`src/rtl/core/mlrs_pkg.sv`:
```
// ----------------------------------------------------------------------------
// mlrs_pkg
// Shared types and constants of the moving linear regression smoother.
// ----------------------------------------------------------------------------
package mlrs_pkg;

  localparam int HW_W   = 4;
  localparam int IDX_W  = 5;
  localparam int SEEN_W = 6;
  localparam int SMP_W  = 16;

  typedef enum logic [3:0] {
    OP_NONE,
    OP_SHIFT,
    OP_ACC,
    OP_MUL,
    OP_SUM,
    OP_DIVB,
    OP_TAKEB,
    OP_DIVX,
    OP_TAKEX,
    OP_LINE,
    OP_EMIT,
    OP_TAKEE,
    OP_ZERO,
    OP_CLEAR
  } op_t;

  typedef struct packed {
    op_t              op;
    logic [IDX_W-1:0] idx;
    logic [HW_W-1:0]  h;
    logic [IDX_W-1:0] cnt;
  } cmd_t;

  typedef struct packed {
    logic div_busy;
  } stat_t;

endpackage

```
`src/rtl/core/mlrs_div.sv`:
```
// ----------------------------------------------------------------------------
// mlrs_div
// Unsigned restoring divider, one quotient bit per cycle.
// ----------------------------------------------------------------------------
module mlrs_div #(
  parameter int NW = 44,
  parameter int DW = 13
) (
  input  logic          clk,
  input  logic          rst_n,
  input  logic          start,
  input  logic [NW-1:0] num,
  input  logic [DW-1:0] den,
  output logic          busy,
  output logic [NW-1:0] quot,
  output logic [DW-1:0] rem
);

  localparam int CW = $clog2(NW + 1);

  logic          busy_r;
  logic [CW-1:0] cnt_r;
  logic [NW-1:0] quo_r;
  logic [DW-1:0] rem_r;
  logic [DW-1:0] den_r;
  logic [DW:0]   trial;
  logic          fits;

  assign trial = {rem_r, quo_r[NW-1]};
  assign fits  = trial >= {1'b0, den_r};

  always_ff @(posedge clk) begin
    if (!rst_n) begin
      busy_r <= 1'b0;
      cnt_r  <= '0;
    end else if (start) begin
      busy_r <= 1'b1;
      cnt_r  <= CW'(NW);
    end else if (busy_r) begin
      cnt_r <= cnt_r - 1'b1;
      if (cnt_r == CW'(1)) begin
        busy_r <= 1'b0;
      end
    end
  end

  always_ff @(posedge clk) begin
    if (start) begin
      quo_r <= num;
      rem_r <= '0;
      den_r <= den;
    end else if (busy_r) begin
      quo_r <= {quo_r[NW-2:0], fits};
      rem_r <= fits ? DW'(trial - {1'b0, den_r}) : trial[DW-1:0];
    end
  end

  assign busy = busy_r;
  assign quot = quo_r;
  assign rem  = rem_r;

endmodule

```
`src/rtl/core/mlrs_dp.sv`:
```
// ----------------------------------------------------------------------------
// mlrs_dp
// Datapath: sample window, overlap sums, window moments, incremental line
// evaluation and the shared divider.
// ----------------------------------------------------------------------------
module mlrs_dp #(
  parameter int MAX_HALF_WINDOW = 8,
  parameter int FRAC_BITS       = 8
) (
  input  logic                               clk,
  input  logic                               rst_n,
  input  mlrs_pkg::cmd_t                     cmd,
  output mlrs_pkg::stat_t                    stat,
  input  logic signed [mlrs_pkg::SMP_W-1:0]  in_sample,
  output logic signed [mlrs_pkg::SMP_W-1:0]  out_smoothed_sample
);
  import mlrs_pkg::*;

  localparam int DEPTH = 2 * MAX_HALF_WINDOW + 1;
  localparam int AW    = $clog2(DEPTH);
  localparam int HH_W  = 2 * HW_W;
  localparam int DW    = AW + HH_W;
  localparam int SW    = SMP_W + AW;
  localparam int TW    = SMP_W + HH_W + 1;
  localparam int NW    = SMP_W + AW + 3 * HW_W + 3 + FRAC_BITS;

  logic signed [SMP_W-1:0] win_r  [DEPTH];
  logic signed [NW-1:0]    sums_r [DEPTH];

  logic signed [SW-1:0]        s_r;
  logic signed [TW-1:0]        t_r;
  logic signed [SW+HH_W:0]     sh_r;
  logic signed [TW+1:0]        t3_r;
  logic signed [NW-1:0]        num_r;
  logic signed [NW-1:0]        b_r;
  logic signed [NW-1:0]        x_r;
  logic signed [NW-1:0]        q_r;
  logic signed [DW:0]          r_r;
  logic signed [NW-1:0]        qb_r;
  logic signed [DW:0]          rb_r;
  logic                        bneg_r;
  logic                        xneg_r;
  logic                        eneg_r;
  logic signed [SMP_W-1:0]     out_r;

  logic [AW-1:0]               ia;
  logic signed [SMP_W-1:0]     sel_v;
  logic signed [5:0]           ofs;
  logic signed [SMP_W+5:0]     prod;
  logic [HH_W-1:0]             hh;
  logic [DW-1:0]               d_val;
  logic [DW-1:0]               hd;
  logic signed [TW+1:0]        t3;
  logic signed [TW+HW_W+2:0]   th;
  logic signed [NW-1:0]        num0;
  logic signed [NW-1:0]        esel;
  logic [NW-1:0]               emag;
  logic [NW-1:0]               half;
  logic [NW-1:0]               m2;
  logic                        div_start;
  logic [NW-1:0]               div_num;
  logic [DW-1:0]               div_den;
  logic                        div_busy;
  logic [NW-1:0]               quot;
  logic [DW-1:0]               rem;
  logic signed [NW-1:0]        fq;
  logic signed [DW:0]          fr;
  logic                        fneg;
  logic signed [NW-1:0]        line_v;
  logic signed [DW:0]          rn;
  logic signed [NW-1:0]        qn;

  assign ia    = cmd.idx[AW-1:0];
  assign sel_v = win_r[ia];
  assign ofs   = $signed({2'b00, cmd.h}) - $signed({1'b0, cmd.idx});
  assign prod  = ofs * sel_v;
  assign hh    = HH_W'(cmd.h) * (HH_W'(cmd.h) + 1'b1);
  assign d_val = DW'({cmd.h, 1'b1}) * DW'(hh);
  assign hd    = d_val >> 1;
  assign t3    = (TW+2)'(t_r) + ((TW+2)'(t_r) <<< 1);
  assign th    = t3_r * $signed({1'b0, cmd.h});
  assign num0  = (NW'(sh_r) + NW'(th)) <<< FRAC_BITS;

  assign esel = sums_r[ia];
  assign emag = esel[NW-1] ? NW'(-esel) : NW'(esel);
  assign half = (NW'(cmd.cnt) << FRAC_BITS) >> 1;
  assign m2   = (emag + half) >> FRAC_BITS;

  always_comb begin
    div_start = 1'b0;
    div_num   = '0;
    div_den   = d_val;
    case (cmd.op)
      OP_DIVB: begin
        div_start = 1'b1;
        div_num   = b_r[NW-1] ? NW'(-b_r) : NW'(b_r);
      end
      OP_DIVX: begin
        div_start = 1'b1;
        div_num   = x_r[NW-1] ? NW'(-x_r) : NW'(x_r);
      end
      OP_EMIT: begin
        div_start = 1'b1;
        div_num   = m2;
        div_den   = DW'(cmd.cnt);
      end
      default: begin
        div_start = 1'b0;
      end
    endcase
  end

  mlrs_div #(
    .NW(NW),
    .DW(DW)
  ) u_div (
    .clk   (clk),
    .rst_n (rst_n),
    .start (div_start),
    .num   (div_num),
    .den   (div_den),
    .busy  (div_busy),
    .quot  (quot),
    .rem   (rem)
  );

  assign stat.div_busy = div_busy;

  // Floor division of a signed value from the magnitude quotient.
  always_comb begin
    fneg = (cmd.op == OP_TAKEB) ? bneg_r : xneg_r;
    if (fneg && (rem != '0)) begin
      fq = -$signed(quot) - 1'b1;
      fr = $signed({1'b0, d_val}) - $signed({1'b0, rem});
    end else if (fneg) begin
      fq = -$signed(quot);
      fr = '0;
    end else begin
      fq = $signed(quot);
      fr = $signed({1'b0, rem});
    end
  end

  always_comb begin
    line_v = num_r[NW-1] ? ((r_r == '0) ? q_r - 1'b1 : q_r) : q_r;
    rn     = r_r - rb_r;
    qn     = q_r - qb_r;
  end

  always_ff @(posedge clk) begin
    if (!rst_n) begin
      for (int a = 0; a < DEPTH; a++) begin
        sums_r[a] <= '0;
      end
    end else begin
      case (cmd.op)
        OP_SHIFT: begin
          for (int a = DEPTH - 1; a > 0; a--) begin
            sums_r[a] <= sums_r[a-1];
          end
          sums_r[0] <= '0;
        end
        OP_LINE:  sums_r[ia] <= sums_r[ia] + line_v;
        OP_EMIT:  sums_r[ia] <= '0;
        OP_CLEAR: begin
          for (int a = 0; a < DEPTH; a++) begin
            sums_r[a] <= '0;
          end
        end
        default: begin
        end
      endcase
    end
  end

  always_ff @(posedge clk) begin
    case (cmd.op)
      OP_SHIFT: begin
        for (int a = DEPTH - 1; a > 0; a--) begin
          win_r[a] <= win_r[a-1];
        end
        win_r[0] <= in_sample;
        s_r      <= '0;
        t_r      <= '0;
      end
      OP_ACC: begin
        s_r <= s_r + SW'(sel_v);
        t_r <= t_r + TW'(prod);
      end
      OP_MUL: begin
        sh_r <= s_r * $signed({1'b0, hh});
        t3_r <= t3;
      end
      OP_SUM: begin
        num_r <= num0;
        b_r   <= NW'(t3_r) <<< FRAC_BITS;
      end
      OP_DIVB: begin
        bneg_r <= b_r[NW-1];
        x_r    <= num_r + $signed(NW'(hd));
      end
      OP_TAKEB: begin
        qb_r <= fq;
        rb_r <= fr;
      end
      OP_DIVX: xneg_r <= x_r[NW-1];
      OP_TAKEX: begin
        q_r <= fq;
        r_r <= fr;
      end
      OP_LINE: begin
        num_r <= num_r - b_r;
        if (rn[DW]) begin
          r_r <= rn + $signed({1'b0, d_val});
          q_r <= qn - 1'b1;
        end else begin
          r_r <= rn;
          q_r <= qn;
        end
      end
      OP_EMIT: eneg_r <= esel[NW-1];
      OP_TAKEE: begin
        if (eneg_r) begin
          out_r <= (quot >= NW'(32768)) ? 16'sh8000 : -$signed(quot[SMP_W-1:0]);
        end else begin
          out_r <= (quot >= NW'(32768)) ? 16'sh7fff : $signed(quot[SMP_W-1:0]);
        end
      end
      OP_ZERO: out_r <= '0;
      default: begin
      end
    endcase
  end

  assign out_smoothed_sample = out_r;

endmodule

```
`src/rtl/core/mlrs_ctrl.sv`:
```
// ----------------------------------------------------------------------------
// mlrs_ctrl
// Controller: sequences one input beat through moments, line evaluation,
// emission and flush, and holds the half window register.
// ----------------------------------------------------------------------------
module mlrs_ctrl #(
  parameter int MAX_HALF_WINDOW = 8
) (
  input  logic                        clk,
  input  logic                        rst_n,
  input  logic                        in_valid,
  input  logic                        in_last_in,
  output logic                        in_stall,
  output logic                        out_valid,
  input  logic                        out_stall,
  output logic                        out_last_out,
  input  logic                        cfg_valid,
  output logic                        cfg_ready,
  input  logic [mlrs_pkg::HW_W-1:0]   cfg_half_window,
  output mlrs_pkg::cmd_t              cmd,
  input  mlrs_pkg::stat_t             stat
);
  import mlrs_pkg::*;

  typedef enum logic [3:0] {
    S_IDLE, S_ACC, S_MUL, S_SUM, S_DIVB, S_WAITB, S_DIVX, S_WAITX,
    S_LINE, S_EMIT, S_WAITE, S_ZERO, S_OUT, S_CLEAR
  } state_t;

  typedef enum logic [1:0] {PH_MAIN, PH_FLUSH, PH_SHORT} phase_t;

  localparam logic [HW_W-1:0]   HMAX     = HW_W'(MAX_HALF_WINDOW);
  localparam logic [SEEN_W-1:0] SEEN_MAX = '1;

  state_t            state_r;
  phase_t            phase_r;
  logic [HW_W-1:0]   hw_r;
  logic [SEEN_W-1:0] seen_r;
  logic [SEEN_W-1:0] len_r;
  logic              last_r;
  logic [IDX_W-1:0]  idx_r;
  logic [IDX_W-1:0]  cnt_r;
  logic [IDX_W-1:0]  fa_r;
  logic              out_valid_r;
  logic              out_last_r;

  logic [HW_W-1:0]   h_eff;
  logic [IDX_W-1:0]  two_h;
  logic [IDX_W-1:0]  w;
  logic [SEEN_W-1:0] len_nxt;
  logic              full;
  logic [SEEN_W-1:0] p;
  logic [IDX_W-1:0]  main_cnt;
  logic [SEEN_W-1:0] room;
  logic [IDX_W-1:0]  fc_first;
  logic [IDX_W-1:0]  fc_next;
  logic [IDX_W-1:0]  fa_dec;

  always_comb begin
    if (hw_r == '0) begin
      h_eff = HW_W'(1);
    end else if (hw_r > HMAX) begin
      h_eff = HMAX;
    end else begin
      h_eff = hw_r;
    end
    two_h    = {h_eff, 1'b0};
    w        = two_h + 1'b1;
    len_nxt  = (seen_r == SEEN_MAX) ? seen_r : seen_r + 1'b1;
    full     = len_nxt >= SEEN_W'(w);
    p        = len_r - SEEN_W'(w);
    main_cnt = (p < SEEN_W'(two_h)) ? IDX_W'(p + 1'b1) : w;
    room     = len_r - SEEN_W'(two_h);
    fa_dec   = fa_r - 1'b1;
    fc_first = (SEEN_W'(two_h) < room) ? two_h : IDX_W'(room);
    fc_next  = (SEEN_W'(fa_dec) < room) ? fa_dec : IDX_W'(room);
  end

  always_comb begin
    cmd.idx = idx_r;
    cmd.h   = h_eff;
    cmd.cnt = cnt_r;
    case (state_r)
      S_IDLE:  cmd.op = in_valid ? OP_SHIFT : OP_NONE;
      S_ACC:   cmd.op = OP_ACC;
      S_MUL:   cmd.op = OP_MUL;
      S_SUM:   cmd.op = OP_SUM;
      S_DIVB:  cmd.op = OP_DIVB;
      S_WAITB: cmd.op = stat.div_busy ? OP_NONE : OP_TAKEB;
      S_DIVX:  cmd.op = OP_DIVX;
      S_WAITX: cmd.op = stat.div_busy ? OP_NONE : OP_TAKEX;
      S_LINE:  cmd.op = OP_LINE;
      S_EMIT:  cmd.op = OP_EMIT;
      S_WAITE: cmd.op = stat.div_busy ? OP_NONE : OP_TAKEE;
      S_ZERO:  cmd.op = OP_ZERO;
      S_CLEAR: cmd.op = OP_CLEAR;
      default: cmd.op = OP_NONE;
    endcase
  end

  always_ff @(posedge clk) begin
    if (!rst_n) begin
      state_r     <= S_IDLE;
      phase_r     <= PH_MAIN;
      hw_r        <= HW_W'(4);
      seen_r      <= '0;
      out_valid_r <= 1'b0;
      out_last_r  <= 1'b0;
    end else begin
      if (cfg_valid) begin
        hw_r <= cfg_half_window;
      end
      case (state_r)
        S_IDLE: begin
          if (in_valid) begin
            last_r <= in_last_in;
            len_r  <= len_nxt;
            seen_r <= len_nxt;
            if (full) begin
              phase_r <= PH_MAIN;
              idx_r   <= '0;
              state_r <= S_ACC;
            end else if (in_last_in) begin
              phase_r <= PH_SHORT;
              cnt_r   <= IDX_W'(len_nxt);
              state_r <= S_ZERO;
            end
          end
        end
        S_ACC: begin
          if (idx_r == two_h) begin
            state_r <= S_MUL;
          end else begin
            idx_r <= idx_r + 1'b1;
          end
        end
        S_MUL:  state_r <= S_SUM;
        S_SUM:  state_r <= S_DIVB;
        S_DIVB: state_r <= S_WAITB;
        S_WAITB: begin
          if (!stat.div_busy) begin
            state_r <= S_DIVX;
          end
        end
        S_DIVX: state_r <= S_WAITX;
        S_WAITX: begin
          if (!stat.div_busy) begin
            idx_r   <= '0;
            state_r <= S_LINE;
          end
        end
        S_LINE: begin
          if (idx_r == two_h) begin
            cnt_r   <= main_cnt;
            state_r <= S_EMIT;
          end else begin
            idx_r <= idx_r + 1'b1;
          end
        end
        S_EMIT: state_r <= S_WAITE;
        S_WAITE: begin
          if (!stat.div_busy) begin
            out_valid_r <= 1'b1;
            out_last_r  <= (phase_r == PH_FLUSH) && (fa_r == IDX_W'(1));
            state_r     <= S_OUT;
          end
        end
        S_ZERO: begin
          out_valid_r <= 1'b1;
          out_last_r  <= cnt_r == IDX_W'(1);
          state_r     <= S_OUT;
        end
        S_OUT: begin
          if (!out_stall) begin
            out_valid_r <= 1'b0;
            out_last_r  <= 1'b0;
            case (phase_r)
              PH_MAIN: begin
                if (last_r) begin
                  phase_r <= PH_FLUSH;
                  fa_r    <= two_h;
                  idx_r   <= two_h - 1'b1;
                  cnt_r   <= fc_first;
                  state_r <= S_EMIT;
                end else begin
                  state_r <= S_IDLE;
                end
              end
              PH_FLUSH: begin
                if (fa_r == IDX_W'(1)) begin
                  state_r <= S_CLEAR;
                end else begin
                  fa_r    <= fa_dec;
                  idx_r   <= fa_dec - 1'b1;
                  cnt_r   <= fc_next;
                  state_r <= S_EMIT;
                end
              end
              PH_SHORT: begin
                if (cnt_r == IDX_W'(1)) begin
                  state_r <= S_CLEAR;
                end else begin
                  cnt_r   <= cnt_r - 1'b1;
                  state_r <= S_ZERO;
                end
              end
              default: state_r <= S_CLEAR;
            endcase
          end
        end
        S_CLEAR: begin
          seen_r  <= '0;
          phase_r <= PH_MAIN;
          state_r <= S_IDLE;
        end
        default: state_r <= S_IDLE;
      endcase
    end
  end

  assign in_stall     = state_r != S_IDLE;
  assign out_valid    = out_valid_r;
  assign out_last_out = out_last_r;
  assign cfg_ready    = 1'b1;

endmodule

```
`src/rtl/core/moving_linear_regression_smoother.sv`:
```
// Moving linear regression smoother. Each input beat carries one signed
// sample; once 2h+1 samples of a record are present, every beat fits a
// least-squares line to the newest window, adds its values into per-position
// overlap sums and returns the oldest finished position as a rounded,
// saturated average. A beat flagged last then flushes the 2h remaining
// positions, and a record shorter than a window returns one zero per sample.
// One beat is handled at a time. A beat with a full window uses the
// one-bit-per-cycle divider twice for the line fit and once per result,
// flushed results included. A beat without a full window is only stored,
// unless it ends a short record and so starts the zero results. The half
// window register may be written only while the block is idle.
// ----------------------------------------------------------------------------
// moving_linear_regression_smoother
// Top level: controller, datapath and port wiring.
// ----------------------------------------------------------------------------
module moving_linear_regression_smoother #(
  parameter int MAX_HALF_WINDOW = 8,
  parameter int FRAC_BITS       = 8
) (
  input  logic                               clk,
  input  logic                               rst_n,
  input  logic                               in_valid,
  output logic                               in_stall,
  input  logic signed [mlrs_pkg::SMP_W-1:0]  in_sample,
  input  logic                               in_last_in,
  output logic                               out_valid,
  input  logic                               out_stall,
  output logic signed [mlrs_pkg::SMP_W-1:0]  out_smoothed_sample,
  output logic                               out_last_out,
  input  logic                               cfg_valid,
  output logic                               cfg_ready,
  input  logic [mlrs_pkg::HW_W-1:0]          cfg_half_window
);
  import mlrs_pkg::*;

  cmd_t  cmd;
  stat_t stat;

  mlrs_ctrl #(
    .MAX_HALF_WINDOW(MAX_HALF_WINDOW)
  ) u_ctrl (
    .clk             (clk),
    .rst_n           (rst_n),
    .in_valid        (in_valid),
    .in_last_in      (in_last_in),
    .in_stall        (in_stall),
    .out_valid       (out_valid),
    .out_stall       (out_stall),
    .out_last_out    (out_last_out),
    .cfg_valid       (cfg_valid),
    .cfg_ready       (cfg_ready),
    .cfg_half_window (cfg_half_window),
    .cmd             (cmd),
    .stat            (stat)
  );

  mlrs_dp #(
    .MAX_HALF_WINDOW(MAX_HALF_WINDOW),
    .FRAC_BITS      (FRAC_BITS)
  ) u_dp (
    .clk                 (clk),
    .rst_n               (rst_n),
    .cmd                 (cmd),
    .stat                (stat),
    .in_sample           (in_sample),
    .out_smoothed_sample (out_smoothed_sample)
  );

endmodule

```
`config.mk`:
```
export PLATFORM = sky130hd
export DESIGN_NAME = moving_linear_regression_smoother
export DESIGN_NICKNAME = d
export VERILOG_FILES = /design/src/rtl/core/mlrs_pkg.sv /design/src/rtl/core/mlrs_div.sv /design/src/rtl/core/mlrs_dp.sv /design/src/rtl/core/mlrs_ctrl.sv /design/src/rtl/core/moving_linear_regression_smoother.sv
export SDC_FILE = /design/constraint.sdc
export NUM_CORES = 2
export LEC_CHECK = 0
export ABC_AREA = 1
export BUFFER_PORTS_ARGS = -buffer_cell sky130_fd_sc_hd__buf_4
export CAP_MARGIN = 20
export CORE_MARGIN = 2
export CORE_UTILIZATION = 45
export CTS_CLUSTER_DIAMETER = 80
export CTS_CLUSTER_SIZE = 16
export DETAILED_ROUTE_END_ITERATION = 8
export PLACE_DENSITY_LB_ADDON = 0.05
export SLEW_MARGIN = 30
export SYNTH_ARGS = -nofsm -noshare
export SYNTH_HDL_FRONTEND = slang
export SYNTH_SLANG_ARGS = --single-unit
```
`constraint.sdc`:
```
create_clock -name clk -period 20.7 [get_ports clk]
set_input_delay 1.035 -clock clk [delete_from_list [all_inputs] [get_ports clk]]
set_output_delay 1.035 -clock clk [all_outputs]
set_load 0.005 [all_outputs]
```
==> impl_metrics.env <==
export IMPL_status="complete, no violations"
export IMPL_min_period_ns=10.27
export IMPL_ys_flop_type="edfxtp_1"
export IMPL_tightest_slew_ns=1.09
export IMPL_die_area_mm2=0.290
export IMPL_drive_above_1_share_pct=4.57
export IMPL_syn_inst=14400
export IMPL_grtUsageTotal_pct=30.9
export IMPL_fin_setup_tns_ns=0
export IMPL_port_buffers=44
export IMPL_startpoint_type="flop"
export IMPL_synthArstFlopShare_pct=0
export IMPL_regArea_mm2=0.0640
export IMPL_grt_pass1_wl_um=673000
export IMPL_overflow=0
export IMPL_fmax_ghz=0.0974
export IMPL_synthesis_area_mm2=0.129
export IMPL_ant_nets=0
export IMPL_min_period_over_period_pct=49.6
export IMPL_row_count=196
export IMPL_crit_path_frequent_cell="inv_1"
export IMPL_cts_resized=0
export IMPL_grt_pass1_vias=100000
export IMPL_maxSlewViolCount=0
export IMPL_path_buf_inv=10
export IMPL_cts_buffers=172
export IMPL_drt_iter0_drc=12500
export IMPL_postCtsHoldBufs=0
export IMPL_relSlewSlack_pct=26.4
export IMPL_grt_antenna_before_repair=24
export IMPL_hold_violations=0
export IMPL_crit_arrival_ns=10.86
export IMPL_nNetsFinal=15000
export IMPL_end_kind="flop"
export IMPL_ys_types=70
export IMPL_cts_root_buf="clkbuf_16"
export IMPL_vias=105000
export IMPL_die_height_um=539
export IMPL_cp_slowest_cell="dfxtp_2"
export IMPL_place_congestion=0.945
export IMPL_clock_sinks=2146
export IMPL_ys_ff_latch=2146
export IMPL_crit_family="adder cells"
export IMPL_routedWlPerCell_um=25.6
export IMPL_rsz0062_at_grt="no"
export IMPL_clk_pin_slew_ns=0.07
export IMPL_yosys_warnings=0
export IMPL_grt_max_degree=203
export IMPL_cp_max_fo=20
export IMPL_core_mm2=0.285
export IMPL_hpwl_um=306000
export IMPL_cts_setup_buffers=0
export IMPL_clock_skew_ns=0.0889
export IMPL_clock_path_buffers=4
export IMPL_ios=46
export IMPL_initial_core_util_pct=45.2
export IMPL_avgSynthCellArea_um2=8.92
export IMPL_drcViolationCount=0
export IMPL_syn_to_final_growth_pct=6.78
export IMPL_cts_tree="built"
export IMPL_maxCapViolCount=0
export IMPL_ys_seq_area_share_pct=49.7
export IMPL_fillerInstances=27200
export IMPL_clock_latency_ns=0.91
export IMPL_htreeDepth=4
export IMPL_synth_edff_count=2103
export IMPL_via_per_inst=5.83
export IMPL_die_w_um=539
export IMPL_crit_type="flop to flop"
export IMPL_max_stage_delay_ns=0.62
export IMPL_multi_input_area_mm2=0.0566
export IMPL_setup_viol=0
export IMPL_dr_pass1_iters=6
export IMPL_routed_wl_um=460000
export IMPL_crit_required_ns=21.29
export IMPL_min_path_type="input pin to flop"
[worst register-to-register path, delay by kind of cell (launching register included)]
kind / cells / cell delay (ns)
XOR/XNOR: 2 / 0.50
flip-flops: 1 / 0.62
adder cells (fa/ha/maj): 10 / 3.63
buffers and inverters: 10 / 1.41
AND/OR/NAND/NOR: 17 / 3.18
AO/OA/AOI/OAI: 4 / 0.69
[path summary, 6_finish.rpt]
kind                                                  start                     endpoint  slack, ns  cells after the start
worst max register to register  u_ctrl.hw_r[3]$_SDFFE_PN0P_       u_dp.x_r[39]$_DFFE_PP_      10.43                     43
worst min register to register  u_dp.win_r[2][14]$_DFFE_PN_  u_dp.win_r[3][14]$_DFFE_PN_       0.42                      0
worst max-delay path            u_ctrl.hw_r[3]$_SDFFE_PN0P_       u_dp.x_r[39]$_DFFE_PP_      10.43                     43
worst min-delay path                          in_sample[12]  u_dp.win_r[0][12]$_DFFE_PN_       0.32                      1
[state kept, by name, indices dropped and copies added (netlist names), 5 cells and up, named ones only]
register                  cells
u_dp.u_div.rem               13
u_dp.num_r                   36
u_dp.win_r                  272
u_dp.u_div.quot              44
u_dp.u_div.cnt_r              6
u_dp.x_r                     44
u_ctrl.seen_r                 6
u_dp.out_smoothed_sample     16
u_ctrl.cnt_r                  5
u_dp.t_r                     25
u_dp.qb_r                    44
u_dp.b_r                     27
u_dp.s_r                     21
u_ctrl.idx_r                  5
u_dp.sh_r                    29
u_dp.r_r                     14
u_dp.rb_r                    14
u_dp.t3_r                    27
u_dp.u_div.den_r             13
u_dp.q_r                     44
u_ctrl.fa_r                   5
u_dp.sums_r                1408
u_ctrl.len_r                  6
[layout make-up]
type                       instances  share of cell area, %
timing repair buffer             243                   1.47
tap                             3762                   3.42
multi-input combinational      10200                   41.1
antenna                            4                0.00728
inverter                        1374                   3.78
clock buffer                     192                   3.20
clock inverter                    52                  0.403
sequential                      2146                   46.6
[cell families (layout without fill, tap and decap cells)]
kind of cell	after synthesis	after routing	share of synthesized area (%)
buffers and inverters	2075	1861	6.63
AOI/OAI and AO/OA	2142	2142	9.03
other	2	9	0.00583
adders and majority gates	813	813	9.75
and+or+nand+nor	6887	6887	22.3
DFF	2146	2146	49.7
xor gates and xnor gates	374	374	2.54
muxes	2	2	0.0165
[cell usage in the layout, fill, tap and decap left out, drive strengths merged, types with 37 or more instances in the layout]
master / n
nand4: 166
edfxtp: 2103
buf: 243
inv: 1378
nor3: 104
dfxtp: 43
o21ai: 1211
a21oi: 570
clkbuf: 192
fa: 318
xnor2: 125
or2: 40
nor2: 1117
nand2: 3892
xor2: 249
nand3: 1492
ha: 495
o22ai: 66
o221ai: 65
clkinv: 37
a31oi: 57
[routing by layer]
metal  wire length, µm  up-vias  global-route usage [%]
li1                  -    48200                       -
met1            198000    51500                    44.1
met2            205000     4488                    48.2
met3             38000      685                    4.07
met4             19100        4                    11.3
met5                34        -                       0
[Yosys cell counts (all sizes together), types with 5 or more instances]
library cell / number / share of area (%)
nor4: 36 / 0.19
a31oi: 57 / 0.28
nand4: 166 / 0.81
o21ai: 1211 / 4.7
o21bai: 25 / 0.15
nor3b: 12 / 0.070
o221ai: 65 / 0.44
inv: 1364 / 4.0
dfxtp: 43 / 0.67
ha: 495 / 4.8
or2: 40 / 0.19
a21boi: 27 / 0.16
o311ai: 5 / 0.034
nor2: 1117 / 3.3
clkbuf: 351 / 1.0
a21oi: 570 / 2.2
nand3b: 13 / 0.076
o21a: 24 / 0.14
o2111ai: 5 / 0.034
nand2: 3892 / 11
xnor2: 125 / 0.85
buf: 350 / 1.6
fa: 318 / 4.9
xor2: 249 / 1.7
a221oi: 7 / 0.048
edfxtp: 2103 / 49
nand3: 1492 / 5.8
and3: 7 / 0.034
a22oi: 5 / 0.029
a211oi: 8 / 0.047
clkinv: 10 / 0.029
o22ai: 66 / 0.32
nor3: 104 / 0.40
o31ai: 12 / 0.070
a21o: 17 / 0.099
o211ai: 18 / 0.10
[per-stage QoR]
stage / area (µm²) / hold slack (ns) / instances / setup slack (ns) / util (%)
finish: 137000 / 0.316 / 18000 / 10.43 / 48.3
global route: 137000 / 0.294 / 18000 / 9.51 / 48.2
CTS: 137000 / 0.258 / 18000 / 10.41 / 48.2
detailed placement: 132000 / 0.426 / 17700 / 10.42 / 46.5
global placement: 132000 / 0.422 / 17700 / 10.33 / 46.5
floorplan: 129000 / 0.421 / 14400 / 5.27 / -
Power is not shown: default switching activity piles up to over one toggle a cycle in this logic, so the estimate is an artifact.
